File: src/rtl/button_click_hold_detector_macros.svh
// ----------------------------------------------------------------------------
// Button click / hold detector: assertion macros
// Concurrent assertion helpers, compiled out when NO_ASSERTIONS is set.
// ----------------------------------------------------------------------------
`ifndef BUTTON_CLICK_HOLD_DETECTOR_MACROS_SVH
`define BUTTON_CLICK_HOLD_DETECTOR_MACROS_SVH

`ifndef NO_ASSERTIONS

// Same-cycle implication, held off during reset
`define BCHD_ASSERT_IMPLY(label, clk, rst_n, ante, cons) \
    label: assert property (@(posedge clk) disable iff (!rst_n) (ante) |-> (cons)) \
        else $error("bchd: implication check failed");

// Next-cycle implication, held off during reset
`define BCHD_ASSERT_NEXT(label, clk, rst_n, ante, cons) \
    label: assert property (@(posedge clk) disable iff (!rst_n) (ante) |=> (cons)) \
        else $error("bchd: next-cycle check failed");

`else

`define BCHD_ASSERT_IMPLY(label, clk, rst_n, ante, cons)
`define BCHD_ASSERT_NEXT(label, clk, rst_n, ante, cons)

`endif

`endif

File: src/rtl/bchd_pkg.sv
// ----------------------------------------------------------------------------
// Button click / hold detector package
// Phase and event codes, register indexes, reset values and shared types.
// ----------------------------------------------------------------------------
package bchd_pkg;

    // Widths
    localparam int TIME_W  = 16;
    localparam int COUNT_W = 8;
    localparam int PHASE_W = 3;
    localparam int EVENT_W = 3;
    localparam int CFG_IDX_W = 2;

    // Phase codes
    localparam logic [PHASE_W-1:0] PH_IDLE     = 3'd0;
    localparam logic [PHASE_W-1:0] PH_PDEB     = 3'd1;
    localparam logic [PHASE_W-1:0] PH_PRESSING = 3'd2;
    localparam logic [PHASE_W-1:0] PH_HOLDING  = 3'd3;
    localparam logic [PHASE_W-1:0] PH_RDEB     = 3'd4;
    localparam logic [PHASE_W-1:0] PH_WAITING  = 3'd5;
    localparam logic [PHASE_W-1:0] PH_PSUSP    = 3'd6;
    localparam logic [PHASE_W-1:0] PH_PDSUSP   = 3'd7;

    // Event codes
    localparam logic [EVENT_W-1:0] EV_NONE     = 3'd0;
    localparam logic [EVENT_W-1:0] EV_PRESSED  = 3'd1;
    localparam logic [EVENT_W-1:0] EV_CLICKED  = 3'd2;
    localparam logic [EVENT_W-1:0] EV_HOLD     = 3'd3;
    localparam logic [EVENT_W-1:0] EV_RELEASED = 3'd4;
    localparam logic [EVENT_W-1:0] EV_TIMEOUT  = 3'd5;

    // Request kinds
    localparam logic REQ_POLL    = 1'b0;
    localparam logic REQ_SUSPEND = 1'b1;

    // Configuration register indexes
    localparam logic [CFG_IDX_W-1:0] CFG_DEBOUNCE = 2'd0;
    localparam logic [CFG_IDX_W-1:0] CFG_HOLD     = 2'd1;
    localparam logic [CFG_IDX_W-1:0] CFG_TIMEOUT  = 2'd2;

    // Register reset values
    localparam logic [TIME_W-1:0] DEBOUNCE_RST = 16'd50;
    localparam logic [TIME_W-1:0] HOLD_RST     = 16'd500;
    localparam logic [TIME_W-1:0] TIMEOUT_RST  = 16'd300;

    localparam logic [COUNT_W-1:0] COUNT_MAX = '1;

    // Timing configuration as seen by the step logic
    typedef struct packed {
        logic [TIME_W-1:0] debounce_time;
        logic [TIME_W-1:0] hold_time;
        logic [TIME_W-1:0] click_timeout;
    } cfg_t;

    // Detector state
    typedef struct packed {
        logic [PHASE_W-1:0] phase;
        logic [TIME_W-1:0]  mark_time;
        logic [COUNT_W-1:0] click_count;
    } state_t;

    // One registered request
    typedef struct packed {
        logic              req_type;
        logic              contact_level;
        logic              latched_press;
        logic [TIME_W-1:0] now_ms;
    } req_t;

    // One result
    typedef struct packed {
        logic [EVENT_W-1:0] event_code;
        logic [COUNT_W-1:0] click_total;
        logic               is_busy;
        logic               is_holding;
        logic               is_waiting;
        logic               is_pressed;
    } res_t;

endpackage

File: src/rtl/bchd_cfg_regs.sv
// ----------------------------------------------------------------------------
// Button click / hold detector: configuration registers
// Debounce, hold and click timeout registers behind a valid/ready write port.
// ----------------------------------------------------------------------------
module bchd_cfg_regs
    import bchd_pkg::*;
(
    input  logic                 clk,
    input  logic                 rst_n,
    input  logic                 cfg_valid,
    output logic                 cfg_ready,
    input  logic [CFG_IDX_W-1:0] cfg_index,
    input  logic [TIME_W-1:0]    cfg_data,
    output cfg_t                 cfg
);

    logic [TIME_W-1:0] debounce_reg;
    logic [TIME_W-1:0] hold_reg;
    logic [TIME_W-1:0] timeout_reg;

    // Writes are always taken
    assign cfg_ready = 1'b1;

    // Register write; an unused index is dropped
    always_ff @(posedge clk or negedge rst_n)
    begin
        if (!rst_n)
        begin
            debounce_reg <= DEBOUNCE_RST;
            hold_reg     <= HOLD_RST;
            timeout_reg  <= TIMEOUT_RST;
        end
        else if (cfg_valid && cfg_ready)
        begin
            case (cfg_index)
                CFG_DEBOUNCE: debounce_reg <= cfg_data;
                CFG_HOLD:     hold_reg     <= cfg_data;
                CFG_TIMEOUT:  timeout_reg  <= cfg_data;
                default:      ;
            endcase
        end
    end

    assign cfg.debounce_time = debounce_reg;
    assign cfg.hold_time     = hold_reg;
    assign cfg.click_timeout = timeout_reg;

endmodule

File: src/rtl/bchd_step.sv
// ----------------------------------------------------------------------------
// Button click / hold detector: step logic
// Next phase, start mark, click count and event for one request.
// ----------------------------------------------------------------------------
module bchd_step
    import bchd_pkg::*;
(
    input  cfg_t   cfg,
    input  state_t cur,
    input  req_t   req,
    output state_t nxt,
    output res_t   res
);

    logic              on;
    logic [TIME_W-1:0] elapsed;
    logic              deb_done;
    logic              hold_done;
    logic              wait_done;
    logic [EVENT_W-1:0] ev;

    // Elapsed time wraps at 2^16
    assign on        = req.contact_level | req.latched_press;
    assign elapsed   = req.now_ms - cur.mark_time;
    assign deb_done  = (elapsed >= cfg.debounce_time);
    assign hold_done = (elapsed >= cfg.hold_time);
    assign wait_done = (elapsed >= cfg.click_timeout);

    // Phase machine
    always_comb
    begin
        nxt = cur;
        ev  = EV_NONE;
        if (req.req_type == REQ_SUSPEND)
        begin
            if (cur.phase inside {PH_PRESSING, PH_HOLDING})
                nxt.phase = PH_PSUSP;
            else if (cur.phase == PH_PDEB)
                nxt.phase = PH_PDSUSP;
        end
        else
        begin
            case (cur.phase)
                PH_IDLE:
                begin
                    if (on)
                    begin
                        nxt.mark_time = req.now_ms;
                        nxt.phase     = PH_PDEB;
                        ev            = EV_PRESSED;
                    end
                end
                PH_PDEB:
                begin
                    if (deb_done)
                        nxt.phase = PH_PRESSING;
                end
                PH_PRESSING:
                begin
                    if (!on)
                    begin
                        if (cur.click_count != COUNT_MAX)
                            nxt.click_count = cur.click_count + COUNT_W'(1);
                        nxt.mark_time = req.now_ms;
                        nxt.phase     = PH_RDEB;
                        ev            = EV_CLICKED;
                    end
                    else if (hold_done)
                    begin
                        nxt.phase = PH_HOLDING;
                        ev        = EV_HOLD;
                    end
                end
                PH_HOLDING:
                begin
                    if (!on)
                    begin
                        nxt.click_count = '0;
                        nxt.mark_time   = req.now_ms;
                        nxt.phase       = PH_RDEB;
                        ev              = EV_RELEASED;
                    end
                end
                PH_RDEB:
                begin
                    if (deb_done)
                    begin
                        nxt.mark_time = req.now_ms;
                        if (on)
                        begin
                            nxt.phase = PH_PDEB;
                            ev        = EV_PRESSED;
                        end
                        else
                            nxt.phase = PH_WAITING;
                    end
                end
                PH_WAITING:
                begin
                    if (on)
                    begin
                        nxt.mark_time = req.now_ms;
                        nxt.phase     = PH_PDEB;
                        ev            = EV_PRESSED;
                    end
                    else if (wait_done)
                    begin
                        nxt.click_count = '0;
                        nxt.phase       = PH_IDLE;
                        ev              = EV_TIMEOUT;
                    end
                end
                PH_PSUSP:
                begin
                    if (!on)
                    begin
                        nxt.mark_time = req.now_ms;
                        nxt.phase     = PH_RDEB;
                        ev            = EV_RELEASED;
                    end
                end
                PH_PDSUSP:
                begin
                    if (deb_done)
                    begin
                        if (on)
                            nxt.phase = PH_PSUSP;
                        else
                        begin
                            nxt.mark_time = req.now_ms;
                            nxt.phase     = PH_RDEB;
                            ev            = EV_RELEASED;
                        end
                    end
                end
                default: ;
            endcase
        end
    end

    // Result fields from the updated state
    always_comb
    begin
        res.event_code  = ev;
        res.click_total = nxt.click_count;
        res.is_busy     = (nxt.phase != PH_IDLE);
        res.is_holding  = (nxt.phase == PH_HOLDING);
        res.is_waiting  = (nxt.phase == PH_WAITING);
        res.is_pressed  = (nxt.phase inside {PH_PRESSING, PH_PDEB, PH_PSUSP, PH_HOLDING});
    end

endmodule

File: src/rtl/button_click_hold_detector.sv
// Flow: an accepted request is held in the input register, and its
// result is loaded into the result register once the result slot frees.
// Throughput: one request per cycle when results are not stalled; the state
// update is one 16-bit subtract and three compares between the two registers.
// Reset: rst_n is asynchronous, active low; clears both stages, the phase,
// start mark and click count, and loads the timing registers' defaults.
// ----------------------------------------------------------------------------
// Button click / hold detector
// Debounces a button, counts clicks, detects holds and click-sequence timeout.
// ----------------------------------------------------------------------------
`include "button_click_hold_detector_macros.svh"

module button_click_hold_detector
    import bchd_pkg::*;
(
    input  logic                 clk,
    input  logic                 rst_n,
    // request channel
    input  logic                 req_valid,
    output logic                 req_stall,
    input  logic                 req_type,
    input  logic                 contact_level,
    input  logic                 latched_press,
    input  logic [TIME_W-1:0]    now_ms,
    // result channel
    output logic                 res_valid,
    input  logic                 res_stall,
    output logic [EVENT_W-1:0]   event_code,
    output logic [COUNT_W-1:0]   click_total,
    output logic                 is_busy,
    output logic                 is_holding,
    output logic                 is_waiting,
    output logic                 is_pressed,
    // configuration write channel
    input  logic                 cfg_valid,
    output logic                 cfg_ready,
    input  logic [CFG_IDX_W-1:0] cfg_index,
    input  logic [TIME_W-1:0]    cfg_data
);

    cfg_t   cfg;
    state_t state_reg;
    state_t state_next;
    req_t   req_reg;
    res_t   res_reg;
    res_t   res_next;
    logic   req_full_reg;
    logic   res_valid_reg;
    logic   res_valid_next;
    logic   req_take;
    logic   advance;

    bchd_cfg_regs u_cfg_regs (
        .clk       (clk),
        .rst_n     (rst_n),
        .cfg_valid (cfg_valid),
        .cfg_ready (cfg_ready),
        .cfg_index (cfg_index),
        .cfg_data  (cfg_data),
        .cfg       (cfg)
    );

    bchd_step u_step (
        .cfg (cfg),
        .cur (state_reg),
        .req (req_reg),
        .nxt (state_next),
        .res (res_next)
    );

    // Handshake: the held request moves on whenever the result slot frees
    assign advance   = req_full_reg && (!res_valid_reg || !res_stall);
    assign req_stall = req_full_reg && !advance;
    assign req_take  = req_valid && !req_stall;

    always_comb
    begin
        if (advance)
            res_valid_next = 1'b1;
        else if (res_stall)
            res_valid_next = res_valid_reg;
        else
            res_valid_next = 1'b0;
    end

    // Control registers
    always_ff @(posedge clk or negedge rst_n)
    begin
        if (!rst_n)
        begin
            req_full_reg  <= 1'b0;
            res_valid_reg <= 1'b0;
            state_reg     <= '0;
        end
        else
        begin
            if (req_take)
                req_full_reg <= 1'b1;
            else if (advance)
                req_full_reg <= 1'b0;
            res_valid_reg <= res_valid_next;
            if (advance)
                state_reg <= state_next;
        end
    end

    // Input request register
    always_ff @(posedge clk)
    begin
        if (req_take)
        begin
            req_reg.req_type      <= req_type;
            req_reg.contact_level <= contact_level;
            req_reg.latched_press <= latched_press;
            req_reg.now_ms        <= now_ms;
        end
    end

    // Result register
    always_ff @(posedge clk)
    begin
        if (advance)
            res_reg <= res_next;
    end

    assign res_valid   = res_valid_reg;
    assign event_code  = res_reg.event_code;
    assign click_total = res_reg.click_total;
    assign is_busy     = res_reg.is_busy;
    assign is_holding  = res_reg.is_holding;
    assign is_waiting  = res_reg.is_waiting;
    assign is_pressed  = res_reg.is_pressed;

    // Checks
    `BCHD_ASSERT_IMPLY(a_idle_no_clicks, clk, rst_n,
        state_reg.phase == PH_IDLE, state_reg.click_count == '0)
    `BCHD_ASSERT_IMPLY(a_timeout_idle, clk, rst_n,
        res_valid && event_code == EV_TIMEOUT, !is_busy && click_total == '0)
    `BCHD_ASSERT_IMPLY(a_click_released, clk, rst_n,
        res_valid && event_code == EV_CLICKED, is_busy && !is_pressed && !is_waiting)
    `BCHD_ASSERT_NEXT(a_advance_gives_result, clk, rst_n,
        advance, res_valid)

endmodule
File: config.mk
export PLATFORM = sky130hd
export DESIGN_NAME = button_click_hold_detector
export DESIGN_NICKNAME = d
export VERILOG_FILES = /design/src/rtl/bchd_pkg.sv /design/src/rtl/bchd_cfg_regs.sv /design/src/rtl/bchd_step.sv /design/src/rtl/button_click_hold_detector.sv
export VERILOG_INCLUDE_DIRS = /design/src /design/src/rtl
export SDC_FILE = /design/constraint.sdc
export NUM_CORES = 1
export LEC_CHECK = 0
export ABC_AREA = 1
export BUFFER_PORTS_ARGS = -buffer_cell sky130_fd_sc_hd__clkbuf_2
export CAP_MARGIN = 15
export CORE_ASPECT_RATIO = 2
export CORE_MARGIN = 5
export CORE_UTILIZATION = 25
export CTS_BUF_LIST = sky130_fd_sc_hd__clkbuf_16
export CTS_CLUSTER_SIZE = 25
export DETAILED_ROUTE_END_ITERATION = 8
export PLACE_DENSITY = 0.48
export SLEW_MARGIN = 25
export SYNTH_ARGS = -nofsm -noshare
export SYNTH_HDL_FRONTEND = slang
export SYNTH_SLANG_ARGS = --single-unit
File: constraint.sdc
create_clock -name clk -period 5.1 [get_ports clk]
set_clock_uncertainty 0.2 [all_clocks]
set_input_delay 0.255 -clock clk [delete_from_list [all_inputs] [get_ports clk]]
set_output_delay 0.255 -clock clk [all_outputs]
set_load 0.02 [all_outputs]
==> results.sh <==
export IMPL_status="finished clean"
export IMPL_grt_pass1_vias=5429
export IMPL_dp_hpwl_mm=12.52
export IMPL_yosys_area_top_type="dfrtp_1"
export IMPL_tns_ps=0
export IMPL_synth_seq_cells=111
export IMPL_finalHoldViolations=0
export IMPL_die_w_um=124.9
export IMPL_synth_area_leaders="dfrtp_1 (24%), edfxtp_1 (15%), ha_1 (12%)"
export IMPL_antenna_left=0
export IMPL_crit_path_end_kind="flip-flop"
export IMPL_worst_pin_slew_ps=807.1
export IMPL_synthTopCellsByCount="nand2_1 (185), inv_1 (130), o21ai_0 (74), dfrtp_1 (64), ha_1 (64)"
export IMPL_synth_edff_count=34
export IMPL_coreArea_mm2=0.02617
export IMPL_max_slew_margin_rel=0.4614
export IMPL_numCtsBuffers=9
export IMPL_clockBufferDepth=2
export IMPL_ys_warn_count=0
export IMPL_wire_per_inst_um=13.02
export IMPL_drc_errors=0
export IMPL_fin_crit_sh=0.8407
export IMPL_synth_top_cell_area_share=0.2427
export IMPL_first_pass_iters=6
export IMPL_final_nets=983
export IMPL_insertion_delay_ps=370
export IMPL_worstPathArrival_ps=4210
export IMPL_slew_violations=0
export IMPL_r2r_cells=24
export IMPL_rsz0062_at_grt="no"
export IMPL_clock_sinks=111
export IMPL_grt_use_total=0.1119
export IMPL_fillers=2785
export IMPL_final_cell_area_mm2=0.007931
export IMPL_power_density_mw_per_mm2=563.4
export IMPL_viasPerCell=4.243
export IMPL_grt_max_degree=53
export IMPL_hold_path_class="primary input to async pin"
export IMPL_ir_drop_v=0.0001704
export IMPL_post_dp_cell_area_mm2=0.007268
export IMPL_fp_row_count=84
export IMPL_maxCapViolCount=0
export IMPL_die_h_um=239.8
export IMPL_reg2reg_slack_ps=810
export IMPL_synth_cell_types=47
export IMPL_via_count=5198
export IMPL_routabilityCongestion=0.8406
export IMPL_max_clock_freq_mhz=233.2
export IMPL_syn_nets=888
export IMPL_synth_flop_cell="dfrtp_1"
export IMPL_cts_root_buf="clkbuf_16"
export IMPL_r2r_start="req_reg[2]"
export IMPL_tritoncts="built"
export IMPL_syn_to_final_growth_pct=20.19
export IMPL_drtIter0Drc=76
export IMPL_grt_first_pass_wirelength_mm=26.59
export IMPL_yosysSeqAreaShare=0.4492
export IMPL_diodes=0
export IMPL_synth_most_common_cell="nand2_1"
export IMPL_critical_path_class="flip-flop to flip-flop"
export IMPL_finalCriticalPeriod_ps=4288
export IMPL_setup_violations_final=0
export IMPL_async_flop_share=0.6937
export IMPL_ctsResizeCount=0
export IMPL_netlist_area_mm2=0.006599
export IMPL_grt_ovfl_total=0
export IMPL_leakage_nw=3.839
export IMPL_rr_endpoint="is_busy"
export IMPL_initial_utilization=0.2522
export IMPL_num_io_pins=60
export IMPL_drive_gt1_frac=0.1430
export IMPL_die_area_mm2=0.02994
export IMPL_synthCells=781
export IMPL_crit_path_max_fanout=5
export IMPL_power_mw=4.468
export IMPL_postCtsSetupRepairBufs=0
export IMPL_avgSynthCellArea_um2=8.449
export IMPL_wirelength_mm=15.95
export IMPL_largest_register_ff_count=27
export IMPL_antenna_found_initial=0
export IMPL_io_buffers=58
export IMPL_htree_levels=3
export IMPL_required_ps=5030
export IMPL_clkTransAtPathRegs_ps=70
export IMPL_startpoint_type="flip-flop"
## worst max-delay path by stage
| stage | startpoint | end | slack, ps | cells past startpoint |
|---|---|---|---|---|
| after global placement | req_reg[2] | is_busy | 790 | 24 |
| final | req_reg[2] | is_busy | 810 | 24 |
| after global routing | req_reg[2] | is_pressed | 300 | 22 |
| after CTS | req_reg[2] | is_pressed | 780 | 22 |
| after detailed placement | req_reg[2] | is_pressed | 800 | 22 |
| after floorplan | req_reg[2] | is_busy | 1510 | 24 |
## worst max-delay path, cell delays in order, from the launching register on
cell	delay [ps]
edfxtp_1	390
ha_1	380
nand3b_1	110
nand2_1	80
nand2_1	60
nand2_1	60
o21ai_0	150
o21ai_0	300
nand2_1	90
nand2_1	110
a21oi_1	90
xnor2_1	330
ha_1	330
a21oi_1	120
o21ai_0	160
a21oi_1	240
nand3_2	160
nand2_1	140
nand2_1	60
nor2_1	100
nand2_1	60
nand2_1	100
nand2_2	90
nor2_1	90
nand2_1	50
## per-layer routing
layer / vias to the layer above / GRT usage / wire length, um
met5: - / 0 / 0
li1: 2729 / - / -
met3: 16 / 0.02098 / 330
met4: 0 / 0.04178 / 361
met2: 48 / 0.2229 / 9036
met1: 2405 / 0.1137 / 6221
## power breakdown
part / internal, mW / total, mW / switching, mW
Sequential: 1.14 / 1.25 / 0.114
Clock: 0.358 / 0.695 / 0.337
Combinational: 0.942 / 2.52 / 1.58
## metrics by stage
step | util | cells | worst slack [ps] | hold slack [ps]
final | 0.3031 | 1225 | 812.5 | 157.5
after global routing | 0.3031 | 1225 | 296.1 | 191.2
after CTS | 0.3031 | 1225 | 778.1 | 157.1
after detailed placement | 0.2777 | 1171 | 799.2 | 19.18
after global placement | 0.2775 | 1171 | 793.1 | 23.68
after floorplan | - | 781 | 1513 | -240.6
## placed cells by master, fill, tap and decap left out, types with 8 or more instances in the layout
master / netlist / layout
inv_1: 130 / 130
dfrtp_1: 64 / 64
xnor2_1: 9 / 9
dfstp_2: 13 / 13
dlygate4sd3_1: 0 / 38
o21ai_1: 19 / 19
nor2_1: 32 / 32
clkbuf_16: 0 / 10
ha_1: 64 / 64
inv_2: 7 / 8
o21ai_0: 74 / 74
edfxtp_1: 34 / 34
a21oi_1: 39 / 39
clkbuf_2: 0 / 57
xor2_1: 10 / 10
nand3_1: 26 / 26
nand2_1: 185 / 183
## cell families after synthesis
| logic type | share of synthesized area |
|---|---|
| simple gates | 0.1790 |
| compound gates | 0.1301 |
| buf+inv | 0.09158 |
| flops | 0.4492 |
| fa+ha+maj | 0.1244 |
| xor+xnor | 0.02522 |
| other cells | 0.0005683 |
## timing repair
action	in CTS	in global routing
hold buffers	38	0
endpoints found under the hold margin	89	0
setup endpoints to repair	0	0
## layout make-up
cell class              instances  area (um^2)  share of cell area
clock buffers                  10        250.2             0.03155
inverters                     138        523.0             0.06594
repair buffers                 99        695.7             0.08771
clock inverters                 6        32.53            0.004102
flip-flops and latches        111         2964              0.3737
multi-input cells             517         3035              0.3827
well taps                     344        430.4             0.05427
(Power assumes the default switching activity.)
